`config.mk`:
```
export PLATFORM = sky130hd
export DESIGN_NAME = bicolor_led_matrix_scan_animator_flat
export DESIGN_NICKNAME = d
export VERILOG_FILES = /design/src/hdl/blmsa_pkg.sv /design/src/hdl/blmsa_in_if.sv /design/src/hdl/blmsa_out_if.sv /design/src/hdl/bicolor_led_matrix_scan_animator.sv /design/src/flat_wrapper.sv
export SDC_FILE = /design/constraint.sdc
export NUM_CORES = 2
export LEC_CHECK = 0
export BUFFER_PORTS_ARGS = -buffer_cell sky130_fd_sc_hd__buf_2
export CORE_ASPECT_RATIO = 0.5
export CORE_MARGIN = 5
export CORE_UTILIZATION = 39
export CTS_BUF_LIST = sky130_fd_sc_hd__clkbuf_16
export DETAILED_ROUTE_END_ITERATION = 12
export PLACE_DENSITY = 0.53
export RECOVER_POWER = 50
export SYNTH_ARGS = -nofsm -noshare
export SYNTH_HDL_FRONTEND = slang
export SYNTH_SLANG_ARGS = --single-unit
```
`constraint.sdc`:
```
create_clock -name clk -period 3.58 [get_ports clk]
set_input_delay 0.179 -clock clk [delete_from_list [all_inputs] [get_ports clk]]
set_output_delay 0.179 -clock clk [all_outputs]
set_load 0.01 [all_outputs]
```
`src/hdl/blmsa_pkg.sv`:
```
// ----------------------------------------------------------------------------
// blmsa_pkg
// Types, codes and pixel helpers for the bicolor LED matrix scan animator.
// ----------------------------------------------------------------------------
`default_nettype none

package blmsa_pkg;

  localparam int unsigned NUM_COLORS = 2;
  localparam int unsigned CFG_DATA_W = 64;
  localparam int unsigned CFG_IDX_W  = 3;

  // request codes
  localparam logic [1:0] REQ_SCAN  = 2'd0;
  localparam logic [1:0] REQ_RED   = 2'd1;
  localparam logic [1:0] REQ_GREEN = 2'd2;

  // rotation codes
  localparam logic [1:0] ROT_0   = 2'd0;
  localparam logic [1:0] ROT_90  = 2'd1;
  localparam logic [1:0] ROT_180 = 2'd2;
  localparam logic [1:0] ROT_270 = 2'd3;

  // configuration register indexes
  localparam logic [CFG_IDX_W-1:0] CFG_ANIM_COLORS = 3'd0;
  localparam logic [CFG_IDX_W-1:0] CFG_ANIM_PERIOD = 3'd1;
  localparam logic [CFG_IDX_W-1:0] CFG_ANIM_STEPS  = 3'd2;
  localparam logic [CFG_IDX_W-1:0] CFG_DELTA_X     = 3'd3;
  localparam logic [CFG_IDX_W-1:0] CFG_DELTA_Y     = 3'd4;
  localparam logic [CFG_IDX_W-1:0] CFG_START_X     = 3'd5;
  localparam logic [CFG_IDX_W-1:0] CFG_START_Y     = 3'd6;
  localparam logic [CFG_IDX_W-1:0] CFG_SPRITE      = 3'd7;

  localparam int unsigned COLOR_RED   = 0;
  localparam int unsigned COLOR_GREEN = 1;

  // row counter value that marks the frame boundary before the advance
  localparam logic [2:0] ROW_BEFORE_LAST = 3'd6;

  typedef logic [63:0] frame_t;  // row r in bits 8r+7..8r, bit n of a row = column n

  typedef struct packed {
    logic        on;
    logic [15:0] countdown;
    logic [7:0]  steps;
    logic [7:0]  pos_x;
    logic [7:0]  pos_y;
  } anim_t;

  // one display row of a frame after rotation
  function automatic logic [7:0] rotated_row(input frame_t f, input logic [2:0] k,
                                             input logic [1:0] rot);
    logic [7:0] r;
    r = 8'h00;
    case (rot)
      ROT_0: begin
        r = f[{k, 3'b000} +: 8];
      end
      ROT_90: begin
        for (int j = 0; j < 8; j++) r[~3'(j)] = f[{3'(j), k}];
      end
      ROT_180: begin
        for (int j = 0; j < 8; j++) r[j] = f[{~k, ~3'(j)}];
      end
      ROT_270: begin
        for (int j = 0; j < 8; j++) r[j] = f[{3'(j), ~k}];
      end
      default: begin
        r = 8'h00;
      end
    endcase
    return r;
  endfunction

  // red bit i at 15-2i, green bit i at 14-2i
  function automatic logic [15:0] interleave(input logic [7:0] r, input logic [7:0] g);
    logic [15:0] w;
    for (int i = 0; i < 8; i++) begin
      w[4'(15 - 2 * i)] = r[i];
      w[4'(14 - 2 * i)] = g[i];
    end
    return w;
  endfunction

  // sprite placed at signed offset (px, py); pixels off the matrix drop out
  function automatic frame_t draw_sprite(input frame_t sprite, input logic [7:0] px,
                                         input logic [7:0] py);
    frame_t            f;
    logic signed [8:0] src;
    logic [7:0]        s;
    logic [7:0]        neg_px;
    f      = '0;
    neg_px = 8'(-px);
    for (int y = 0; y < 8; y++) begin
      src = 9'(y) - {py[7], py};
      s   = 8'h00;
      if (src >= 9'sd0 && src <= 9'sd7) begin
        s = sprite[{src[2:0], 3'b000} +: 8];
      end
      if (!px[7]) begin
        f[{3'(y), 3'b000} +: 8] = (px < 8'd8) ? (s << px[2:0]) : 8'h00;
      end else begin
        f[{3'(y), 3'b000} +: 8] = (neg_px < 8'd8) ? (s >> neg_px[2:0]) : 8'h00;
      end
    end
    return f;
  endfunction

endpackage

`default_nettype wire

```
`src/hdl/blmsa_in_if.sv`:
```
// ----------------------------------------------------------------------------
// blmsa_in_if
// Request channel: scan ticks and frame row writes.
// ----------------------------------------------------------------------------
`default_nettype none

interface blmsa_in_if;
  logic       valid;
  logic       ready;
  logic [1:0] req_type;
  logic [2:0] row_index;
  logic [7:0] row_data;
  logic [1:0] rotation;

  modport source (output valid, output req_type, output row_index, output row_data,
                  output rotation, input ready);
  modport sink   (input valid, input req_type, input row_index, input row_data,
                  input rotation, output ready);
endinterface

`default_nettype wire

```
`src/hdl/blmsa_out_if.sv`:
```
// ----------------------------------------------------------------------------
// blmsa_out_if
// Result channel: one driver word and row select per scan tick.
// ----------------------------------------------------------------------------
`default_nettype none

interface blmsa_out_if;
  logic        valid;
  logic        ready;
  logic [15:0] row_word;
  logic [2:0]  row_select;

  modport source (output valid, output row_word, output row_select, input ready);
  modport sink   (input valid, input row_word, input row_select, output ready);
endinterface

`default_nettype wire

```
`src/hdl/bicolor_led_matrix_scan_animator.sv`:
```
// ----------------------------------------------------------------------------
// bicolor_led_matrix_scan_animator
// Red/green 8x8 frame buffers, row scan with rotation, sprite animation.
// ----------------------------------------------------------------------------
// Usage:
//   in_if  carries one request word: a scan tick or a red/green row write.
//   out_if carries one word per scan tick: the interleaved red/green column
//          bits for the driver shift register and the row to enable.
//   cfg_*  writes one animation register per cycle with cfg_we high; write
//          only while no request is in flight.
// Timing:
//   A request is captured in an input register and processed from there; a
//   scan tick's word lands in the output register, which drives out_if.valid,
//   once that register has room. One request per cycle is sustained while
//   out_if.ready is high; the input and output registers form a two-deep path.
// Stalls:
//   While out_if.ready is low the word holds; a pending scan tick waits in the
//   input register and in_if.ready drops. Row writes pass through regardless.
// Reset:
//   Synchronous rst_n clears frames, row counter, animation state and
//   configuration registers; both channels come up empty.
// ----------------------------------------------------------------------------
`default_nettype none

module bicolor_led_matrix_scan_animator (
  input  wire logic                               clk,
  input  wire logic                               rst_n,
  blmsa_in_if.sink                                in_if,
  blmsa_out_if.source                             out_if,
  input  wire logic                               cfg_we,
  input  wire logic [blmsa_pkg::CFG_IDX_W-1:0]    cfg_index,
  input  wire logic [blmsa_pkg::CFG_DATA_W-1:0]   cfg_wdata
);

  // configuration registers; anim_colors only triggers a restart
  logic [15:0] anim_period_r;
  logic [7:0]  anim_steps_r;
  logic [3:0]  delta_x_r;
  logic [3:0]  delta_y_r;
  logic [4:0]  start_x_r;
  logic [4:0]  start_y_r;
  blmsa_pkg::frame_t sprite_r;

  // input register
  logic       in_valid_r;
  logic [1:0] req_r;
  logic [2:0] idx_r;
  logic [7:0] data_r;
  logic [1:0] rot_r;

  // block state
  blmsa_pkg::frame_t frame_r   [blmsa_pkg::NUM_COLORS];
  blmsa_pkg::frame_t frame_nxt [blmsa_pkg::NUM_COLORS];
  blmsa_pkg::anim_t  anim_r    [blmsa_pkg::NUM_COLORS];
  blmsa_pkg::anim_t  anim_nxt  [blmsa_pkg::NUM_COLORS];
  logic [2:0]        scan_row_r;
  logic [2:0]        scan_row_nxt;

  // output register
  logic        out_valid_r;
  logic        out_valid_nxt;
  logic [15:0] row_word_r;
  logic [15:0] row_word_nxt;
  logic [2:0]  row_select_r;
  logic [2:0]  row_select_nxt;

  logic adv;
  logic in_fire;
  logic out_load;
  logic [7:0] start_x_ext;
  logic [7:0] start_y_ext;
  logic [7:0] delta_x_ext;
  logic [7:0] delta_y_ext;

  assign start_x_ext = {{3{start_x_r[4]}}, start_x_r};
  assign start_y_ext = {{3{start_y_r[4]}}, start_y_r};
  assign delta_x_ext = {{4{delta_x_r[3]}}, delta_x_r};
  assign delta_y_ext = {{4{delta_y_r[3]}}, delta_y_r};

  // a scan tick needs room in the output register; anything else always moves
  assign adv = in_valid_r && ((req_r != blmsa_pkg::REQ_SCAN) || !out_valid_r || out_if.ready);
  assign in_if.ready = !in_valid_r || adv;
  assign in_fire     = in_if.valid && in_if.ready;

  assign out_if.valid      = out_valid_r;
  assign out_if.row_word   = row_word_r;
  assign out_if.row_select = row_select_r;

  always_comb begin
    frame_nxt      = frame_r;
    anim_nxt       = anim_r;
    scan_row_nxt   = scan_row_r;
    row_word_nxt   = row_word_r;
    row_select_nxt = row_select_r;
    out_load       = 1'b0;

    if (adv) begin
      case (req_r)
        blmsa_pkg::REQ_RED: begin
          frame_nxt[blmsa_pkg::COLOR_RED][{idx_r, 3'b000} +: 8] = data_r;
          anim_nxt[blmsa_pkg::COLOR_RED].on = 1'b0;
        end
        blmsa_pkg::REQ_GREEN: begin
          frame_nxt[blmsa_pkg::COLOR_GREEN][{idx_r, 3'b000} +: 8] = data_r;
          anim_nxt[blmsa_pkg::COLOR_GREEN].on = 1'b0;
        end
        blmsa_pkg::REQ_SCAN: begin
          out_load       = 1'b1;
          row_select_nxt = scan_row_r;
          row_word_nxt   = blmsa_pkg::interleave(
            blmsa_pkg::rotated_row(frame_r[blmsa_pkg::COLOR_RED], scan_row_r, rot_r),
            blmsa_pkg::rotated_row(frame_r[blmsa_pkg::COLOR_GREEN], scan_row_r, rot_r));
          scan_row_nxt   = scan_row_r + 3'd1;
          // frame boundary: counter moves onto the last row
          if (scan_row_r == blmsa_pkg::ROW_BEFORE_LAST) begin
            for (int c = 0; c < blmsa_pkg::NUM_COLORS; c++) begin
              if (anim_r[c].on) begin
                if (anim_r[c].countdown != 16'd0) begin
                  anim_nxt[c].countdown = anim_r[c].countdown - 16'd1;
                end else begin
                  anim_nxt[c].countdown = anim_period_r;
                  frame_nxt[c] = blmsa_pkg::draw_sprite(sprite_r, anim_r[c].pos_x,
                                                        anim_r[c].pos_y);
                  if (anim_r[c].steps != 8'd0) begin
                    anim_nxt[c].steps = anim_r[c].steps - 8'd1;
                    anim_nxt[c].pos_x = anim_r[c].pos_x + delta_x_ext;
                    anim_nxt[c].pos_y = anim_r[c].pos_y + delta_y_ext;
                  end else begin
                    anim_nxt[c].steps = anim_steps_r;
                    anim_nxt[c].pos_x = start_x_ext;
                    anim_nxt[c].pos_y = start_y_ext;
                  end
                end
              end
            end
          end
        end
        default: begin
        end
      endcase
    end

    // restart the selected colors
    if (cfg_we && cfg_index == blmsa_pkg::CFG_ANIM_COLORS) begin
      for (int c = 0; c < blmsa_pkg::NUM_COLORS; c++) begin
        if (cfg_wdata[c]) begin
          anim_nxt[c].on        = (anim_period_r != 16'd0);
          anim_nxt[c].countdown = anim_period_r;
          anim_nxt[c].steps     = anim_steps_r;
          anim_nxt[c].pos_x     = start_x_ext;
          anim_nxt[c].pos_y     = start_y_ext;
        end
      end
    end

    if (out_load) begin
      out_valid_nxt = 1'b1;
    end else if (out_if.ready) begin
      out_valid_nxt = 1'b0;
    end else begin
      out_valid_nxt = out_valid_r;
    end
  end

  always_ff @(posedge clk) begin
    if (!rst_n) begin
      anim_period_r <= '0;
      anim_steps_r  <= '0;
      delta_x_r     <= '0;
      delta_y_r     <= '0;
      start_x_r     <= '0;
      start_y_r     <= '0;
      sprite_r      <= '0;
    end else if (cfg_we) begin
      case (cfg_index)
        blmsa_pkg::CFG_ANIM_PERIOD: anim_period_r <= cfg_wdata[15:0];
        blmsa_pkg::CFG_ANIM_STEPS:  anim_steps_r  <= cfg_wdata[7:0];
        blmsa_pkg::CFG_DELTA_X:     delta_x_r     <= cfg_wdata[3:0];
        blmsa_pkg::CFG_DELTA_Y:     delta_y_r     <= cfg_wdata[3:0];
        blmsa_pkg::CFG_START_X:     start_x_r     <= cfg_wdata[4:0];
        blmsa_pkg::CFG_START_Y:     start_y_r     <= cfg_wdata[4:0];
        blmsa_pkg::CFG_SPRITE:      sprite_r      <= cfg_wdata;
        default: begin
        end
      endcase
    end
  end

  always_ff @(posedge clk) begin
    if (!rst_n) begin
      in_valid_r  <= 1'b0;
      out_valid_r <= 1'b0;
      scan_row_r  <= '0;
      for (int c = 0; c < blmsa_pkg::NUM_COLORS; c++) begin
        frame_r[c] <= '0;
        anim_r[c]  <= '0;
      end
    end else begin
      if (in_fire) begin
        in_valid_r <= 1'b1;
      end else if (adv) begin
        in_valid_r <= 1'b0;
      end
      out_valid_r <= out_valid_nxt;
      scan_row_r  <= scan_row_nxt;
      for (int c = 0; c < blmsa_pkg::NUM_COLORS; c++) begin
        frame_r[c] <= frame_nxt[c];
        anim_r[c]  <= anim_nxt[c];
      end
    end
  end

  // payload registers
  always_ff @(posedge clk) begin
    if (in_fire) begin
      req_r  <= in_if.req_type;
      idx_r  <= in_if.row_index;
      data_r <= in_if.row_data;
      rot_r  <= in_if.rotation;
    end
    row_word_r   <= row_word_nxt;
    row_select_r <= row_select_nxt;
  end

endmodule

`default_nettype wire

```
`src/flat_wrapper.sv`:
```
// flat-port wrapper written by rule: the top's interface ports become plain ports
module bicolor_led_matrix_scan_animator_flat 
  (clk, rst_n, cfg_we, cfg_index, cfg_wdata, in_if_valid, in_if_req_type, in_if_row_index, in_if_row_data, in_if_rotation, in_if_ready, out_if_valid, out_if_row_word, out_if_row_select, out_if_ready);
  blmsa_in_if in_if_i ();
  blmsa_out_if out_if_i ();
  input  wire logic clk;
  input  wire logic rst_n;
  input  wire logic cfg_we;
  input  wire logic [blmsa_pkg::CFG_IDX_W-1:0] cfg_index;
  input  wire logic [blmsa_pkg::CFG_DATA_W-1:0] cfg_wdata;
  input wire logic [$bits(in_if_i.valid)-1:0] in_if_valid;
  input wire logic [$bits(in_if_i.req_type)-1:0] in_if_req_type;
  input wire logic [$bits(in_if_i.row_index)-1:0] in_if_row_index;
  input wire logic [$bits(in_if_i.row_data)-1:0] in_if_row_data;
  input wire logic [$bits(in_if_i.rotation)-1:0] in_if_rotation;
  output wire logic [$bits(in_if_i.ready)-1:0] in_if_ready;
  output wire logic [$bits(out_if_i.valid)-1:0] out_if_valid;
  output wire logic [$bits(out_if_i.row_word)-1:0] out_if_row_word;
  output wire logic [$bits(out_if_i.row_select)-1:0] out_if_row_select;
  input wire logic [$bits(out_if_i.ready)-1:0] out_if_ready;
  assign in_if_i.valid = in_if_valid;
  assign in_if_i.req_type = in_if_req_type;
  assign in_if_i.row_index = in_if_row_index;
  assign in_if_i.row_data = in_if_row_data;
  assign in_if_i.rotation = in_if_rotation;
  assign in_if_ready = in_if_i.ready;
  assign out_if_valid = out_if_i.valid;
  assign out_if_row_word = out_if_i.row_word;
  assign out_if_row_select = out_if_i.row_select;
  assign out_if_i.ready = out_if_ready;
  bicolor_led_matrix_scan_animator u_core (.clk(clk), .rst_n(rst_n), .in_if(in_if_i), .out_if(out_if_i), .cfg_we(cfg_we), .cfg_index(cfg_index), .cfg_wdata(cfg_wdata));
endmodule
```
[Word-level counts from Yosys, hierarchy flattened]
Index checks and enable logic that the tools add are counted.
Cells by class
  add/sub/neg operators: 28
  order comparisons: 44
  eq/ne operators: 17
  shifts and indexed selects: 52
  mux-type cells: 211
  bitwise operators: 1
  reduce and logical (&&, ||, !) cells: 47
Operators with widths (count)
  8-bit 2-to-1 mux: 144
  64-bit by 7-bit indexed part select with 8-bit output: 18
  64-bit 2-to-1 mux: 4
  64-bit case mux with 2 select lines: 2
  40-bit 2-to-1 mux: 6
  82-bit 2-to-1 mux: 2
  9-bit by 1-bit greater-or-equal comparator with 1-bit output (second input constant): 16
  9-bit by 4-bit <= comparator with 1-bit output (second input constant): 16
  64-bit bitwise mux: 2
  128-bit 2-to-1 mux: 1
  8-bit by 3-bit << shifter with 8-bit output: 16
  8-bit by 3-bit >> shifter with 8-bit output: 16
  24-bit 2-to-1 mux: 4
  41-bit 2-to-1 mux: 2
  4-bit by 8-bit subtractor with 9-bit output (first input constant): 8
  8-bit by 8-bit variable shift with 64-bit output (first input constant): 1
  8-bit by 8-bit indexed part select with 64-bit output: 1
  6-bit by 7-bit less-than comparator with 1-bit output (second input constant): 8
  1-bit binary-select mux with 3-bit select: 16
  16-bit nonzero test: 3
  3-bit by 8-bit subtractor with 9-bit output (first input constant): 4
  8-bit adder: 4
  8-bit by 4-bit less-than comparator with 1-bit output (second input constant): 4
  16-bit 2-to-1 mux: 2
  26 further kinds: 100
Storage, ports and cells
  bits in registers: 347
  input port bits: 87
  output and inout port bits: 21
  logic and storage cells: 428

[Depth between registers and ports, before layout]
  word-level depth: 16
  depth in mapped cells: 18
  depth with buffers taken out: 10

[Worst setup path after synthesis]
Ideal clock, no wire load.
  kind: flip-flop to flip-flop
  start point: register u_core.anim_r[1] in the netlist's numbering
  end point: register u_core.frame_r[35] in the netlist's numbering
  setup time: 0.130 ns
  arrival time: 3.534 ns
  required time: 3.450 ns
  setup slack: -0.084 ns
  cell stages (with the launch flop): 17
  path buffers: 7
  clock period less this slack: 3.664 ns
  path through: dfxtp_1 buf_6 buf_8 buf_6 buf_2 inv_1 ha_1 buf_2 buf_2 buf_2 mux4_2 mux2_2 nand2_2 a21boi_1 o22ai_1 a2111oi_0 nor4_1
On the way
  word-level cells in the longest chain between the ends: 16
  elaborated cells on any way between the ends: 20
  classes of those cells: add/sub: 1; order compare: 2; shift: 3; mux: 13; reduce/logical: 1
Ends and longest elaborated chain
  from (decl): RTL line bicolor_led_matrix_scan_animator.sv:54  | blmsa_pkg::anim_t anim_r [blmsa_pkg::NUM_COLORS];
  from (signal, indexed assignment): RTL line bicolor_led_matrix_scan_animator.sv:208  | anim_r[c] <= anim_nxt[c];
  4-bit by 8-bit subtractor with 9-bit output (*): RTL line blmsa_pkg.sv:95  | src = 9'(y) - {py[7], py};
  branches (longest 2 deep; another with 64-bit by 7-bit indexed part select with 8-bit output)
  8-bit 2-to-1 mux (*): RTL line blmsa_pkg.sv:97  | if (src >= 9'sd0 && src <= 9'sd7) begin
  8-bit 2-to-1 mux (*): RTL line bicolor_led_matrix_scan_animator.sv:118  | if (anim_r[c].countdown != 16'd0) begin
  8-bit 2-to-1 mux (*): RTL line bicolor_led_matrix_scan_animator.sv:117  | if (anim_r[c].on) begin
  8-bit 2-to-1 mux (*): RTL line bicolor_led_matrix_scan_animator.sv:115  | if (scan_row_r == blmsa_pkg::ROW_BEFORE_LAST) begin
  8-bit 2-to-1 mux (*): RTL line bicolor_led_matrix_scan_animator.sv:98  | case (req_r)
  8-bit 2-to-1 mux (*): RTL line bicolor_led_matrix_scan_animator.sv:97  | if (adv) begin
  8-bit by 3-bit << shifter with 8-bit output or 8-bit by 3-bit >> shifter with 8-bit output (tied branches): RTL line blmsa_pkg.sv:101, blmsa_pkg.sv:103
  8-bit 2-to-1 mux, on equally long branches: RTL line blmsa_pkg.sv:101, blmsa_pkg.sv:103
  8-bit 2-to-1 mux (*): RTL line blmsa_pkg.sv:100  | if (!px[7]) begin
  64-bit 2-to-1 mux (*): RTL line bicolor_led_matrix_scan_animator.sv:118
  64-bit 2-to-1 mux (*): RTL line bicolor_led_matrix_scan_animator.sv:117
  128-bit 2-to-1 mux (*): RTL line bicolor_led_matrix_scan_animator.sv:115
  64-bit case mux with 2 select lines (*): RTL line bicolor_led_matrix_scan_animator.sv:98
  to (signal, indexed assignment): RTL line bicolor_led_matrix_scan_animator.sv:207  | frame_r[c] <= frame_nxt[c];
  to (decl): RTL line bicolor_led_matrix_scan_animator.sv:52  | blmsa_pkg::frame_t frame_r [blmsa_pkg::NUM_COLORS];
Mark *: on every way between the ends. The select of a mux whose other input is x is not followed.
A chain may end at the register's enable or synchronous reset.

[Worst setup path in the final report]
  start point: register u_core.anim_r[41] in the netlist's numbering
  end point: register u_core.frame_r[124] in the netlist's numbering
Same word-level chain as after synthesis.

==> key figures <==
Setup path
  – CP Cell Sequence: buf_12, buf_12, mux4_2, mux4_2, a21oi_1, o21ai_0, a222oi_1, buf_4, o22ai_1
  – Path type of the worst setup path: register to register
  – Worst Path Max Fanout: 43
  – Worst reg2reg setup slack: 30 ps
  – CP arrival: 4050 ps
  – R2r startpoint: u_core.anim_r[41]$_SDFF_PN0_
  – Setup crit start kind: register
  – Crit path largest cell delay: 710 ps
  – FF-to-FF path depth: 9
  – CP Data Required Time: 4080 ps
  – Critical-path top delay cell: a222oi_1
  – Worst r2r dst: u_core.frame_r[124]$_SDFFE_PN0P_
  – CP Capture Type: register

Clocking
  – Post-CTS setup buffers: 0
  – Worst-Skew Late Latency: 650 ps
  – Cts bufs inserted: 38
  – Clk sinks: 347
  – Clk root buf: clkbuf_16
  – CTS tree: done
  – Clock tree buffer depth: 3
  – Number of H-tree levels: 2
  – Reg clk slew, reported paths: 60 ps

STA
  – Fin. max-slew vios: 159
  – Final hold vios: 0
  – Hold WS: 36.3 ps
  – Achievable Freq: 281 MHz
  – Clock Skews: 60.6 ps
  – Slew HR: -44.6%
  – Measured slew at the worst slew-check pin: 2170 ps
  – Final setup fails: 0
  – Min cycle time layout: 3550 ps
  – Period utilization: 99.2%

Die
  – Rows: 76
  – I/O pin count: 108
  – Initial core utilization: 39.4%
  – Core area: 86200 µm²
  – Die area: 93400 µm²
  – Die Ht: 219 µm
  – Chip width: 427 µm

GRT
  – Largest net degree at the start of global routing: 109
  – First-pass GRT wire length: 253 mm
  – Vias in the first global route: 33900
  – Antenna violations before repair: 3
  – Total track usage: 37.0%
  – Overflow after GRT: 0

Logic synthesis
  – Library cells used by synthesis: 114
  – Flops & latches, synth: 347
  – Syn Inst Count: 4065
  – Top-count cell post-synth: nand2_1
  – Post-synth EDFFs: 26
  – Syn Area/Cell: 8.35 µm²
  – Sequential fraction of the synthesis area: 21.2%
  – Synth Flop Type: dfxtp_1
  – Synth top cells by count: 494 x nand2_1, 346 x nor2_1, 321 x dfxtp_1
  – Mapped cell area: 33900 µm²
  – Yosys top cell area share: 18.9%
  – Synth async-reset ratio: 0%
  – Cell taking the most area after synthesis: dfxtp_1
  – Ranking of synthesized cells by area: dfxtp_1 19%, mux4_2 16%, mux2i_1 5.6%
  – Ys Warns: 0

Final layout
  – Fin nets: 4345
  – Area delta synth->final: 14.1%
  – Layout cells sized above 1: 21.9%
  – Final core utilization: 45.0%

Detailed routing
  – Pre-Repair DR Iteration Count: 8
  – Final WL: 179 mm
  – Wire per inst: 33.2 µm
  – Via count: 37300
  – DRC viols: 0
  – DR vias/cell: 6.93
  – Count of nets left with antenna violations after detail routing: 0
  – Drt first-iter violations: 6152

Worst hold path
  – Hold Path Cell Cnt: 5
  – Worst Hold Launch: out_if_ready
  – Hold crit path type: input pin to register
  – WHS Endpoint: u_core.out_if.valid$_SDFFE_PN0P_

Power
  – PwrDens: 269 nW/µm²
  – Total power: 10.4 mW
  – Worst vdd ir: 326 µV
  – P_leak: 14.1 nW

Place
  – Final Wtd Congestion: 1.09
  – PortBufs: 99
  – Final HPWL DP: 134 mm

Run
  – Max Cap Viol: 3

Outcome
  – Failing checks: capacitance limit, slew limit
  – Status: complete, but fails checks
## report_power, final
part | total (mW) | switching (mW) | internal [mW]
clock | 4.13 | 1.92 | 2.21
combinational | 2.17 | 1.44 | 0.726
sequential | 4.13 | 0.165 | 3.97
total | 10.4 | 3.53 | 6.90
## per-stage QoR
stage | setup slack (ps) | TNS (ps) | std cells | cell area, µm²
floorplan | -18.5 | -43.0 | 4072 | 34000
finish | 27.4 | 0 | 5383 | 38700
CTS | 3.15 | 0 | 5376 | 38800
global route | -9.25 | -9.25 | 5376 | 38700
global placement | -354 | -3530 | 5228 | 36800
detailed placement | -200 | -206 | 5229 | 36800
## metal layers
| metal | part of all wire [%] | up-vias | track usage (%) |
|---|---|---|---|
| met3 | 17 | 413 | 19.6 |
| met5 | 0 | - | 0 |
| met4 | 3.7 | 0 | 10.4 |
| met2 | 37 | 2905 | 47.3 |
| met1 | 42 | 18300 | 52.9 |
| li1 | - | 15700 | - |
## worst max-delay path by stage
stage	start	to	slack, ps
2_1_floorplan	u_core.anim_r[0]$_SDFF_PN0_	u_core.frame_r[49]$_SDFFE_PN0P_	-20
3_3_place_gp	u_core.anim_r[79]$_SDFF_PN0_	u_core.frame_r[67]$_SDFFE_PN0P_	-350
3_5_place_dp	u_core.anim_r[1]$_SDFF_PN0_	u_core.frame_r[34]$_SDFFE_PN0P_	-200
4_1_cts	u_core.anim_r[1]$_SDFF_PN0_	u_core.frame_r[38]$_SDFFE_PN0P_	3
5_1_grt	u_core.anim_r[1]$_SDFF_PN0_	u_core.frame_r[38]$_SDFFE_PN0P_	-9
6_report	u_core.anim_r[41]$_SDFF_PN0_	u_core.frame_r[124]$_SDFFE_PN0P_	30
## layout by cell type, fill, tap and decap left out, drive strengths merged, types with 76 or more instances in the layout
master,n
dfxtp,321
nand2,495
inv,76
nor2,349
a21oi,282
dlygate4sd3,80
mux4,241
buf,377
nand3,134
nor3,97
mux2i,189
o21ai,209
mux2,136
## registers in the layout (all words and copies together) (netlist names), 3 cells and up
name,flops
u_core.anim_r,82
u_core.out_if.row_word,8
u_core.start_y_r,5
u_core.anim_steps_r,8
u_core.idx_r,3
u_core.scan_row_r,3
u_core.delta_x_r,4
u_core.delta_y_r,4
u_core.start_x_r,5
u_core.frame_r,128
u_core.data_r,8
u_core.anim_period_r,16
u_core.sprite_r,64
u_core.out_if.row_select,3
## logic make-up after synthesis
group | count (synthesis) | synth area share [%]
simple gates | 1417 | 19.8
compound gates | 1106 | 21.8
mux | 566 | 26.1
buf+inv | 480 | 6.12
flops | 347 | 21.2
fa+ha+maj | 79 | 3.00
xor+xnor | 69 | 1.88
other cells | 1 | 0.0110
## worst max-delay path, delay by kind of cell, from the launching register on
kind	cells	cell delay, ps
compound gates	4	1100
buf+inv	3	760
flops	1	370
mux	2	1170
## final cells by class
class	count	area, µm²
Timing Repair Buffer	478	3770
Sequential cell	347	7230
Multi-Input combinational cell	3245	24800
Clock inverter	26	175
Tap cell	1170	1460
Inverter	69	265
Clock buffer	41	1030
Fill cell	8464	47400
Antenna cell	7	17.5
## repair_timing
action | 4_1_cts | 5_1_grt
gates cloned | 0 | 0
pin swaps | 0 | 1
hold endpoints to repair | 118 | 0
gates resized for setup | 1 | 8
hold buffers | 80 | 0
endpoints found under the setup margin | 1 | 37
(Power assumes the default switching activity.)
